## config.mk

```make
export PLATFORM = sky130hd
export DESIGN_NAME = triple_magma_cbc_cipher_top_flat
export DESIGN_NICKNAME = d
export VERILOG_FILES = /design/src/rtl/tmagma_pkg.sv /design/src/rtl/tmagma_in_if.sv /design/src/rtl/tmagma_out_if.sv /design/src/rtl/tmagma_cfg_if.sv /design/src/rtl/triple_magma_cbc_cipher_top.sv /design/src/flat_wrapper.sv
export VERILOG_INCLUDE_DIRS = /design/src /design/src/rtl
export SDC_FILE = /design/constraint.sdc
export NUM_CORES = 2
export LEC_CHECK = 0
export BUFFER_PORTS_ARGS = -buffer_cell sky130_fd_sc_hd__buf_2
export CAP_MARGIN = 30
export CELL_PAD_IN_SITES_DETAIL_PLACEMENT = 1
export CELL_PAD_IN_SITES_GLOBAL_PLACEMENT = 1
export CORE_ASPECT_RATIO = 1.5
export CORE_MARGIN = 10
export CORE_UTILIZATION = 30
export DETAILED_ROUTE_END_ITERATION = 8
export PLACE_DENSITY = 0.63
export SKIP_LAST_GASP = 1
export SYNTH_ARGS = -nofsm -noshare
export SYNTH_HDL_FRONTEND = slang
export SYNTH_SLANG_ARGS = --single-unit
```

## constraint.sdc

```tcl
create_clock -name clk -period 7.55 [get_ports clk]
set_input_delay 1.51 -clock clk [delete_from_list [all_inputs] [get_ports clk]]
set_output_delay 1.51 -clock clk [all_outputs]
set_load 0.02 [all_outputs]
```

## src/rtl/triple_magma_cbc_cipher_top_macros.svh

```systemverilog
// ----------------------------------------------------------------------------
// Triple Magma CBC cipher assertion macros
// Shared concurrent assertion forms, clocked on clk and disabled in reset.
// ----------------------------------------------------------------------------
`ifndef TRIPLE_MAGMA_CBC_CIPHER_TOP_MACROS_SVH
`define TRIPLE_MAGMA_CBC_CIPHER_TOP_MACROS_SVH

// Same-cycle implication.
`define TMC_ASSERT_IMPLY(label, ante, cons) \
	label: assert property (@(posedge clk) disable iff (!arst_n) (ante) |-> (cons)) \
		else $error("tmagma assertion failed");

// Next-cycle implication.
`define TMC_ASSERT_NEXT(label, ante, cons) \
	label: assert property (@(posedge clk) disable iff (!arst_n) (ante) |=> (cons)) \
		else $error("tmagma assertion failed");

`endif

```

## src/rtl/tmagma_pkg.sv

```systemverilog
// ----------------------------------------------------------------------------
// Triple Magma package
// Widths, codes, S-boxes and the Magma round function.
// ----------------------------------------------------------------------------
package tmagma_pkg;

	localparam int BLOCK_W  = 64;
	localparam int HALF_W   = 32;
	localparam int KEY_WORDS = 24;
	localparam int ROT      = 11;

	typedef logic [BLOCK_W-1:0] block_t;
	typedef logic [HALF_W-1:0]  half_t;
	typedef logic [3:0]         nib_t;

	typedef enum logic {
		CMD_KEY   = 1'b0,
		CMD_BLOCK = 1'b1
	} cmd_t;

	typedef enum logic {
		CFG_INIT_VECTOR  = 1'b0,
		CFG_DECRYPT_MODE = 1'b1
	} cfg_idx_t;

	localparam logic [1:0] KEY_SEL_NONE = 2'd3;
	localparam logic [1:0] LAST_PASS    = 2'd2;

	typedef nib_t sbox_row_t [16];
	typedef sbox_row_t sbox_t [8];

	localparam sbox_t SBOX = '{
		'{4'd12, 4'd4, 4'd6, 4'd2, 4'd10, 4'd5, 4'd11, 4'd9,
		  4'd14, 4'd8, 4'd13, 4'd7, 4'd0, 4'd3, 4'd15, 4'd1},
		'{4'd6, 4'd8, 4'd2, 4'd3, 4'd9, 4'd10, 4'd5, 4'd12,
		  4'd1, 4'd14, 4'd4, 4'd7, 4'd11, 4'd13, 4'd0, 4'd15},
		'{4'd11, 4'd3, 4'd5, 4'd8, 4'd2, 4'd15, 4'd10, 4'd13,
		  4'd14, 4'd1, 4'd7, 4'd4, 4'd12, 4'd9, 4'd6, 4'd0},
		'{4'd12, 4'd8, 4'd2, 4'd1, 4'd13, 4'd4, 4'd15, 4'd6,
		  4'd7, 4'd0, 4'd10, 4'd5, 4'd3, 4'd14, 4'd9, 4'd11},
		'{4'd7, 4'd15, 4'd5, 4'd10, 4'd8, 4'd1, 4'd6, 4'd13,
		  4'd0, 4'd9, 4'd3, 4'd14, 4'd11, 4'd4, 4'd2, 4'd12},
		'{4'd5, 4'd13, 4'd15, 4'd6, 4'd9, 4'd2, 4'd12, 4'd10,
		  4'd11, 4'd7, 4'd8, 4'd1, 4'd4, 4'd3, 4'd14, 4'd0},
		'{4'd8, 4'd14, 4'd2, 4'd5, 4'd6, 4'd9, 4'd1, 4'd12,
		  4'd15, 4'd4, 4'd11, 4'd0, 4'd13, 4'd10, 4'd3, 4'd7},
		'{4'd1, 4'd7, 4'd14, 4'd13, 4'd0, 4'd5, 4'd8, 4'd3,
		  4'd4, 4'd15, 4'd10, 4'd6, 4'd9, 4'd12, 4'd11, 4'd2}
	};

	// Add key, substitute each nibble, rotate left.
	function automatic half_t round_fn(input half_t half, input half_t k);
		half_t a;
		half_t s;
		a = half + k;
		s = '0;
		for (int n = 0; n < 8; n++) begin
			s[4*n +: 4] = SBOX[n][a[4*n +: 4]];
		end
		return {s[HALF_W-ROT-1:0], s[HALF_W-1:HALF_W-ROT]};
	endfunction

endpackage

```

## src/rtl/tmagma_in_if.sv

```systemverilog
// ----------------------------------------------------------------------------
// Triple Magma input channel
// Valid/ready channel carrying key-load and block requests.
// ----------------------------------------------------------------------------
interface tmagma_in_if;
	logic        valid;
	logic        ready;
	logic        command;
	logic [1:0]  key_select;
	logic [2:0]  word_index;
	logic [31:0] key_word;
	logic [63:0] data_block;
	logic        first_block;

	modport source (
		output valid, command, key_select, word_index, key_word, data_block, first_block,
		input  ready
	);
	modport sink (
		input  valid, command, key_select, word_index, key_word, data_block, first_block,
		output ready
	);
endinterface

```

## src/rtl/tmagma_out_if.sv

```systemverilog
// ----------------------------------------------------------------------------
// Triple Magma output channel
// Valid/ready channel carrying result blocks.
// ----------------------------------------------------------------------------
interface tmagma_out_if;
	logic        valid;
	logic        ready;
	logic [63:0] result_block;

	modport source (output valid, result_block, input ready);
	modport sink (input valid, result_block, output ready);
endinterface

```

## src/rtl/tmagma_cfg_if.sv

```systemverilog
// ----------------------------------------------------------------------------
// Triple Magma configuration channel
// Valid/ready register write channel with index and data.
// ----------------------------------------------------------------------------
interface tmagma_cfg_if;
	logic        valid;
	logic        ready;
	logic        index;
	logic [63:0] data;

	modport source (output valid, index, data, input ready);
	modport sink (input valid, index, data, output ready);
endinterface

```

## src/rtl/triple_magma_cbc_cipher_top.sv

```systemverilog
// ----------------------------------------------------------------------------
// Triple Magma CBC cipher
// Three-key EDE Magma with CBC chaining around one shared round unit.
// ----------------------------------------------------------------------------
// A key-load request writes one word of the key store unless its key select
// is KEY_SEL_NONE. A block request runs 96 rounds through a single Magma
// round unit, one round per cycle unless the last round stalls; the input
// is not ready while a block is in flight. The result sits in an output
// register, and a new request is accepted while it waits, but a block holds
// its last round until the previous result has been taken.
module triple_magma_cbc_cipher_top (
	input  logic clk,
	input  logic arst_n,
	tmagma_in_if.sink    in_ch,
	tmagma_out_if.source out_ch,
	tmagma_cfg_if.sink   cfg_ch
);
	import tmagma_pkg::*;

	typedef enum logic [1:0] {
		ST_IDLE = 2'b01,
		ST_RUN  = 2'b10
	} state_t;

	state_t      state_q;
	logic [1:0]  pass_q;
	logic [4:0]  round_q;
	half_t       hi_q;
	half_t       lo_q;
	block_t      prev_q;
	block_t      chain_q;
	block_t      iv_q;
	logic        decrypt_q;
	half_t       key_mem_q [KEY_WORDS];
	logic        out_valid_q;
	block_t      result_q;

	logic        in_acc;
	logic        blk_acc;
	logic        last_round;
	logic        finish;
	logic        stall;
	logic        inverse;
	logic [1:0]  key_num;
	logic [2:0]  key_idx;
	half_t       round_key;
	half_t       new_lo;
	block_t      start_blk;
	block_t      end_blk;

	assign in_ch.ready  = (state_q == ST_IDLE);
	assign cfg_ch.ready = 1'b1;
	assign out_ch.valid = out_valid_q;
	assign out_ch.result_block = result_q;

	assign in_acc  = in_ch.valid && in_ch.ready;
	assign blk_acc = in_acc && (in_ch.command == CMD_BLOCK);

	assign last_round = (state_q == ST_RUN) && (pass_q == LAST_PASS) && (round_q == 5'd31);
	assign stall      = last_round && out_valid_q && !out_ch.ready;
	assign finish     = last_round && !stall;

	always_comb begin
		if (!decrypt_q) begin
			inverse = (pass_q == 2'd1);
			key_num = pass_q;
		end else begin
			inverse = (pass_q != 2'd1);
			key_num = LAST_PASS - pass_q;
		end
		if (inverse) begin
			key_idx = (round_q[4:3] == 2'd0) ? round_q[2:0] : ~round_q[2:0];
		end else begin
			key_idx = (round_q[4:3] != 2'd3) ? round_q[2:0] : ~round_q[2:0];
		end
	end

	assign round_key = key_mem_q[{key_num, key_idx}];
	assign new_lo    = round_fn(lo_q, round_key) ^ hi_q;
	assign end_blk   = {new_lo, lo_q};
	assign start_blk = (in_ch.first_block ? iv_q : chain_q);

	always_ff @(posedge clk or negedge arst_n) begin
		if (!arst_n) begin
			iv_q      <= '0;
			decrypt_q <= 1'b0;
		end else if (cfg_ch.valid && cfg_ch.ready) begin
			unique case (cfg_idx_t'(cfg_ch.index))
				CFG_INIT_VECTOR:  iv_q      <= cfg_ch.data;
				CFG_DECRYPT_MODE: decrypt_q <= cfg_ch.data[0];
				default:          ;
			endcase
		end
	end

	always_ff @(posedge clk or negedge arst_n) begin
		if (!arst_n) begin
			for (int i = 0; i < KEY_WORDS; i++) begin
				key_mem_q[i] <= '0;
			end
		end else if (in_acc && (in_ch.command == CMD_KEY) &&
				(in_ch.key_select != KEY_SEL_NONE)) begin
			key_mem_q[{in_ch.key_select, in_ch.word_index}] <= in_ch.key_word;
		end
	end

	always_ff @(posedge clk or negedge arst_n) begin
		if (!arst_n) begin
			out_valid_q <= 1'b0;
		end else if (finish) begin
			out_valid_q <= 1'b1;
		end else if (out_ch.ready) begin
			out_valid_q <= 1'b0;
		end
	end

	always_ff @(posedge clk or negedge arst_n) begin
		if (!arst_n) begin
			state_q     <= ST_IDLE;
			pass_q      <= '0;
			round_q     <= '0;
			chain_q     <= '0;
		end else begin
			unique case (state_q)
				ST_IDLE: begin
					if (blk_acc) begin
						state_q <= ST_RUN;
						pass_q  <= '0;
						round_q <= '0;
						if (decrypt_q) begin
							chain_q <= in_ch.data_block;
						end
					end
				end
				ST_RUN: begin
					if (finish) begin
						state_q     <= ST_IDLE;
						if (!decrypt_q) begin
							chain_q <= end_blk;
						end
					end else if (!stall) begin
						round_q <= round_q + 5'd1;
						if (round_q == 5'd31) begin
							pass_q <= pass_q + 2'd1;
						end
					end
				end
				default: state_q <= ST_IDLE;
			endcase
		end
	end

	always_ff @(posedge clk) begin
		if (blk_acc) begin
			prev_q <= start_blk;
			if (decrypt_q) begin
				{hi_q, lo_q} <= in_ch.data_block;
			end else begin
				{hi_q, lo_q} <= in_ch.data_block ^ start_blk;
			end
		end else if ((state_q == ST_RUN) && !stall) begin
			if (round_q == 5'd31) begin
				hi_q <= new_lo;
			end else begin
				hi_q <= lo_q;
				lo_q <= new_lo;
			end
		end
		if (finish) begin
			result_q <= decrypt_q ? (end_blk ^ prev_q) : end_blk;
		end
	end

`include "triple_magma_cbc_cipher_top_macros.svh"

	`TMC_ASSERT_NEXT(a_block_starts, blk_acc, (state_q == ST_RUN) && (pass_q == 2'd0) && (round_q == 5'd0))
	`TMC_ASSERT_IMPLY(a_result_from_run, out_valid_q && !$past(out_valid_q), $past(state_q == ST_RUN))
	`TMC_ASSERT_IMPLY(a_pass_range, state_q == ST_RUN, pass_q <= LAST_PASS)
	`TMC_ASSERT_NEXT(a_finish_idle, finish, (state_q == ST_IDLE) && out_valid_q)

endmodule

```

## src/flat_wrapper.sv

```systemverilog
// flat-port wrapper written by rule: the top's interface ports become plain ports
module triple_magma_cbc_cipher_top_flat import tmagma_pkg::*;
  (clk, arst_n, in_ch_valid, in_ch_command, in_ch_key_select, in_ch_word_index, in_ch_key_word, in_ch_data_block, in_ch_first_block, in_ch_ready, out_ch_valid, out_ch_result_block, out_ch_ready, cfg_ch_valid, cfg_ch_index, cfg_ch_data, cfg_ch_ready);
  tmagma_in_if in_ch_i ();
  tmagma_out_if out_ch_i ();
  tmagma_cfg_if cfg_ch_i ();
  input  logic clk;
  input  logic arst_n;
  input wire logic [$bits(in_ch_i.valid)-1:0] in_ch_valid;
  input wire logic [$bits(in_ch_i.command)-1:0] in_ch_command;
  input wire logic [$bits(in_ch_i.key_select)-1:0] in_ch_key_select;
  input wire logic [$bits(in_ch_i.word_index)-1:0] in_ch_word_index;
  input wire logic [$bits(in_ch_i.key_word)-1:0] in_ch_key_word;
  input wire logic [$bits(in_ch_i.data_block)-1:0] in_ch_data_block;
  input wire logic [$bits(in_ch_i.first_block)-1:0] in_ch_first_block;
  output wire logic [$bits(in_ch_i.ready)-1:0] in_ch_ready;
  output wire logic [$bits(out_ch_i.valid)-1:0] out_ch_valid;
  output wire logic [$bits(out_ch_i.result_block)-1:0] out_ch_result_block;
  input wire logic [$bits(out_ch_i.ready)-1:0] out_ch_ready;
  input wire logic [$bits(cfg_ch_i.valid)-1:0] cfg_ch_valid;
  input wire logic [$bits(cfg_ch_i.index)-1:0] cfg_ch_index;
  input wire logic [$bits(cfg_ch_i.data)-1:0] cfg_ch_data;
  output wire logic [$bits(cfg_ch_i.ready)-1:0] cfg_ch_ready;
  assign in_ch_i.valid = in_ch_valid;
  assign in_ch_i.command = in_ch_command;
  assign in_ch_i.key_select = in_ch_key_select;
  assign in_ch_i.word_index = in_ch_word_index;
  assign in_ch_i.key_word = in_ch_key_word;
  assign in_ch_i.data_block = in_ch_data_block;
  assign in_ch_i.first_block = in_ch_first_block;
  assign in_ch_ready = in_ch_i.ready;
  assign out_ch_valid = out_ch_i.valid;
  assign out_ch_result_block = out_ch_i.result_block;
  assign out_ch_i.ready = out_ch_ready;
  assign cfg_ch_i.valid = cfg_ch_valid;
  assign cfg_ch_i.index = cfg_ch_index;
  assign cfg_ch_i.data = cfg_ch_data;
  assign cfg_ch_ready = cfg_ch_i.ready;
  triple_magma_cbc_cipher_top u_core (.clk(clk), .arst_n(arst_n), .in_ch(in_ch_i), .out_ch(out_ch_i), .cfg_ch(cfg_ch_i));
endmodule
```

==> metrics <==
MaxCap Viol Count 0; clock root buffer clkbuf_16; drt first pass iters 5; Worst Hold Depth 2; min-delay src u_core.chain_q[44]; cell accounting for the most synthesized area dfrtp_1; Critical Path RT a little over 8 ns; crit start category flop; Syn Area/Cell around 14 um2; CTS buffer count between 100 and 150; Crit Path Max Fanout 32; top cells by count, synth dfrtp_1 (906), mux2_2 (900), nand2_1 (267), mux4_2 (239), clkbuf_1 (216); Top Ports between 200 and 250; hold path endpoint u_core.chain_q[44]; worst-margin pin slew approximately 1.1 ns; pin count of the biggest net entering global routing around 170; clock buffer depth 3; H-tree Lvls 3; f_max roughly 140 MHz; Gate Count Post-Synth roughly 3900; count of final setup violators 0; flop2flop setup slack ~0.26 ns; Detailed Route WL 167000 um; top cell type's share of synthesized area between 40% and 50%; unrepaired setup endpoints after global routing false; initial antenna violation count 30; clk_skew about 0.03 ns; Nets 4322; # rows 190; Skew-Pair Late Insertion Delay between 0.7 and 0.8 ns; Die Footprint around 200000 um2; R2R depth 24; most numerous cell in the Yosys netlist dfrtp_1; Slew headroom around 29%; first-pass GRT wire length 249000 um; CTS tree done; I/O Buffers between 200 and 250; cell leakage power about 0.027 uW; DRC violations left 0; reg2reg end u_core.chain_q[42]; number of synthesized flops with an enable pin 192; max-slew violation count 0; Total Power approximately 23000 uW; synth warn 0; Post-Syn Area about 54000 um2; GRT Overall Usage between 15 and 20%; Routability Congestion roughly 0.83; final core utilization 34.7%; CP Capture Type flop; PwrDens 375 nW/um2; sequential share of the synthesized area 53.1%; Seq cells post-synth about 1100; post-route ant nets 0; Worst Hold Class flop to flop; Setup TNS 0 ns; Max VDD drop between 0.2 and 0.25 mV; synth unique cells about 70; Avg WL per Cell 25.9 um; number of global-route vias before repair roughly 37000; die height ~540 um; synthesized net count slightly above 4000; Core Area ~180000 um2; async set-reset flop share out of synthesis 82.5%; share of cells above drive strength 1 a little over two fifths; DRT iter0 DRCs 1700; Final Critical Period between 7 and 8 ns; Hold Fails Final Rpt 0; Arrival @ worst endpoint roughly 8 ns; Area growth syn-to-layout 15.3%; clock sink count approximately 1100; dpl hpwl approximately 110000 um; Tcrit/Tclk final a little over nine tenths; via count roughly 33000; outcome complete, no violations; total gr overflow 0; dominant cells by area after synthesis dfrtp_1 (42%), mux2_2 (19%), edfxtp_1 (11%); width of the chip between 300 and 400 um; Crit Path Category flop to flop; r2r startpoint u_core.pass_q[1]; drt via density around 5.2; Initial Util a little under a third; Clock transition at path regs 0.07 ns; ys flop type dfrtp_1
==> cells in the final DEF, fill, tap and decap left out, drive strengths merged, types with 5 or more instances in the layout <==
cell type  count
a21oi        138
nor3b         38
nor2          55
nand3         68
xnor2         82
mux2i        105
or4            6
ha            78
dfrtp        906
a211oi         8
and3          14
o31ai          6
nor4           6
mux2         900
clkbuf       160
clkinv        27
xor2          75
nand4          9
a31oi         11
o21bai         6
inv           87
nor3          19
mux4         240
o22ai          5
nand2b        13
nor2b          8
o21ai        155
edfxtp       192
bufinv         6
and2           7
buf          372
nand2        268
o211ai        14
a21o          23
==> registers in the layout, indices dropped and copies added (netlist names) <==
| signal | cells |
|---|---|
| u_core.out_ch.result_block | 64 |
| u_core.out_ch.valid | 1 |
| u_core.hi_q | 32 |
| u_core.iv_q | 64 |
| u_core.lo_q | 32 |
| u_core.prev_q | 64 |
| u_core.state_q | 2 |
| u_core.key_mem_q | 768 |
| u_core.decrypt_q | 1 |
| u_core.round_q | 5 |
| u_core.chain_q | 64 |
| u_core.pass_q | 2 |
==> metrics by stage <==
stage	setup WS [ns]	std cells	hold WS [ns]	instance area, um2
2_1_floorplan	0.644	3875	0.445	53600
3_3_place_gp	0.221	6259	0.457	58000
3_5_place_dp	0.111	6264	0.466	58100
4_1_cts	0.0942	6459	0.480	61700
5_1_grt	0.00890	6464	0.492	61800
6_report	0.258	6466	0.475	61800
==> how the worst max path moves through the flow <==
stage                startpoint                 end  slack [ns]  cells after the start
3_5_place_dp   u_core.pass_q[1]     u_core.hi_q[23]        0.11                     26
3_3_place_gp   u_core.pass_q[1]     u_core.hi_q[23]        0.22                     26
2_1_floorplan  u_core.pass_q[1]  u_core.chain_q[42]        0.64                     24
5_1_grt        u_core.pass_q[1]      u_core.hi_q[2]       0.009                     26
6_report       u_core.pass_q[1]  u_core.chain_q[42]        0.26                     24
4_1_cts        u_core.pass_q[1]     u_core.hi_q[23]        0.09                     26
==> final cells by class <==
cell class | count | area (um2)
multi-input combinational | 2406 | 24100
clock buffer | 159 | 3100
timing repair buffer | 373 | 2520
clock inverter | 36 | 437
inverter | 85 | 324
sequential | 1099 | 28500
tap | 2304 | 2880
antenna | 4 | 10.0
fill | 18600 | 117000
==> routing by layer <==
metal,GRT usage [%],part of all wire [%],vias up
met5,0,0.096,-
met4,4.74,2.6,26
met3,2.52,4.3,229
met2,30.7,52,682
met1,20.3,41,17900
li1,-,-,14600
==> what timing repair did <==
item,4_1_cts,5_1_grt
hold buffers,0,0
gates resized for setup,0,11
setup buffers,0,1
setup endpoints to repair,0,61
==> critical path: stages (launching register included) <==
cell and delay (ns):
dfrtp_1 0.41, inv_1 0.09, ha_1 0.22, xor2_1 0.17, maj3_2 0.40, xnor2_2 0.21, buf_12 0.26, buf_12 0.26
buf_12 0.27, buf_12 0.25, mux4_2 0.33, mux4_2 0.51, nand2_1 0.09, o21ai_0 0.24, ha_1 0.63, nand3_1 0.26
nor3_1 0.37, a221o_1 0.24, a31oi_1 0.06, xor2_1 0.18, buf_4 0.18, ha_1 0.31, mux4_2 0.55, or4_1 0.52
nand3_1 0.12
==> power breakdown <==
group / total, uW / leakage (uW) / switching, uW / internal, uW
Combinational: 9160 / 0.0116 / 5130 / 4020
Sequential: 8490 / 0.0139 / 822 / 7670
Clock: 5510 / 0.00175 / 2450 / 3060
Total: 23200 / 0.0272 / 8400 / 14800
==> kinds of logic after synthesis <==
group / count (synthesis) / synth area share, %
buffers and inverters: 370 / 2.64
multiplexers: 1245 / 31.0
adder cells (fa/ha/maj): 80 / 1.88
other: 1 / 0.00700
AO/OA/AOI/OAI: 397 / 4.25
AND/OR/NAND/NOR: 526 / 4.58
flip-flops: 1099 / 53.1
XOR/XNOR: 157 / 2.58
(Power assumes the default switching activity.)
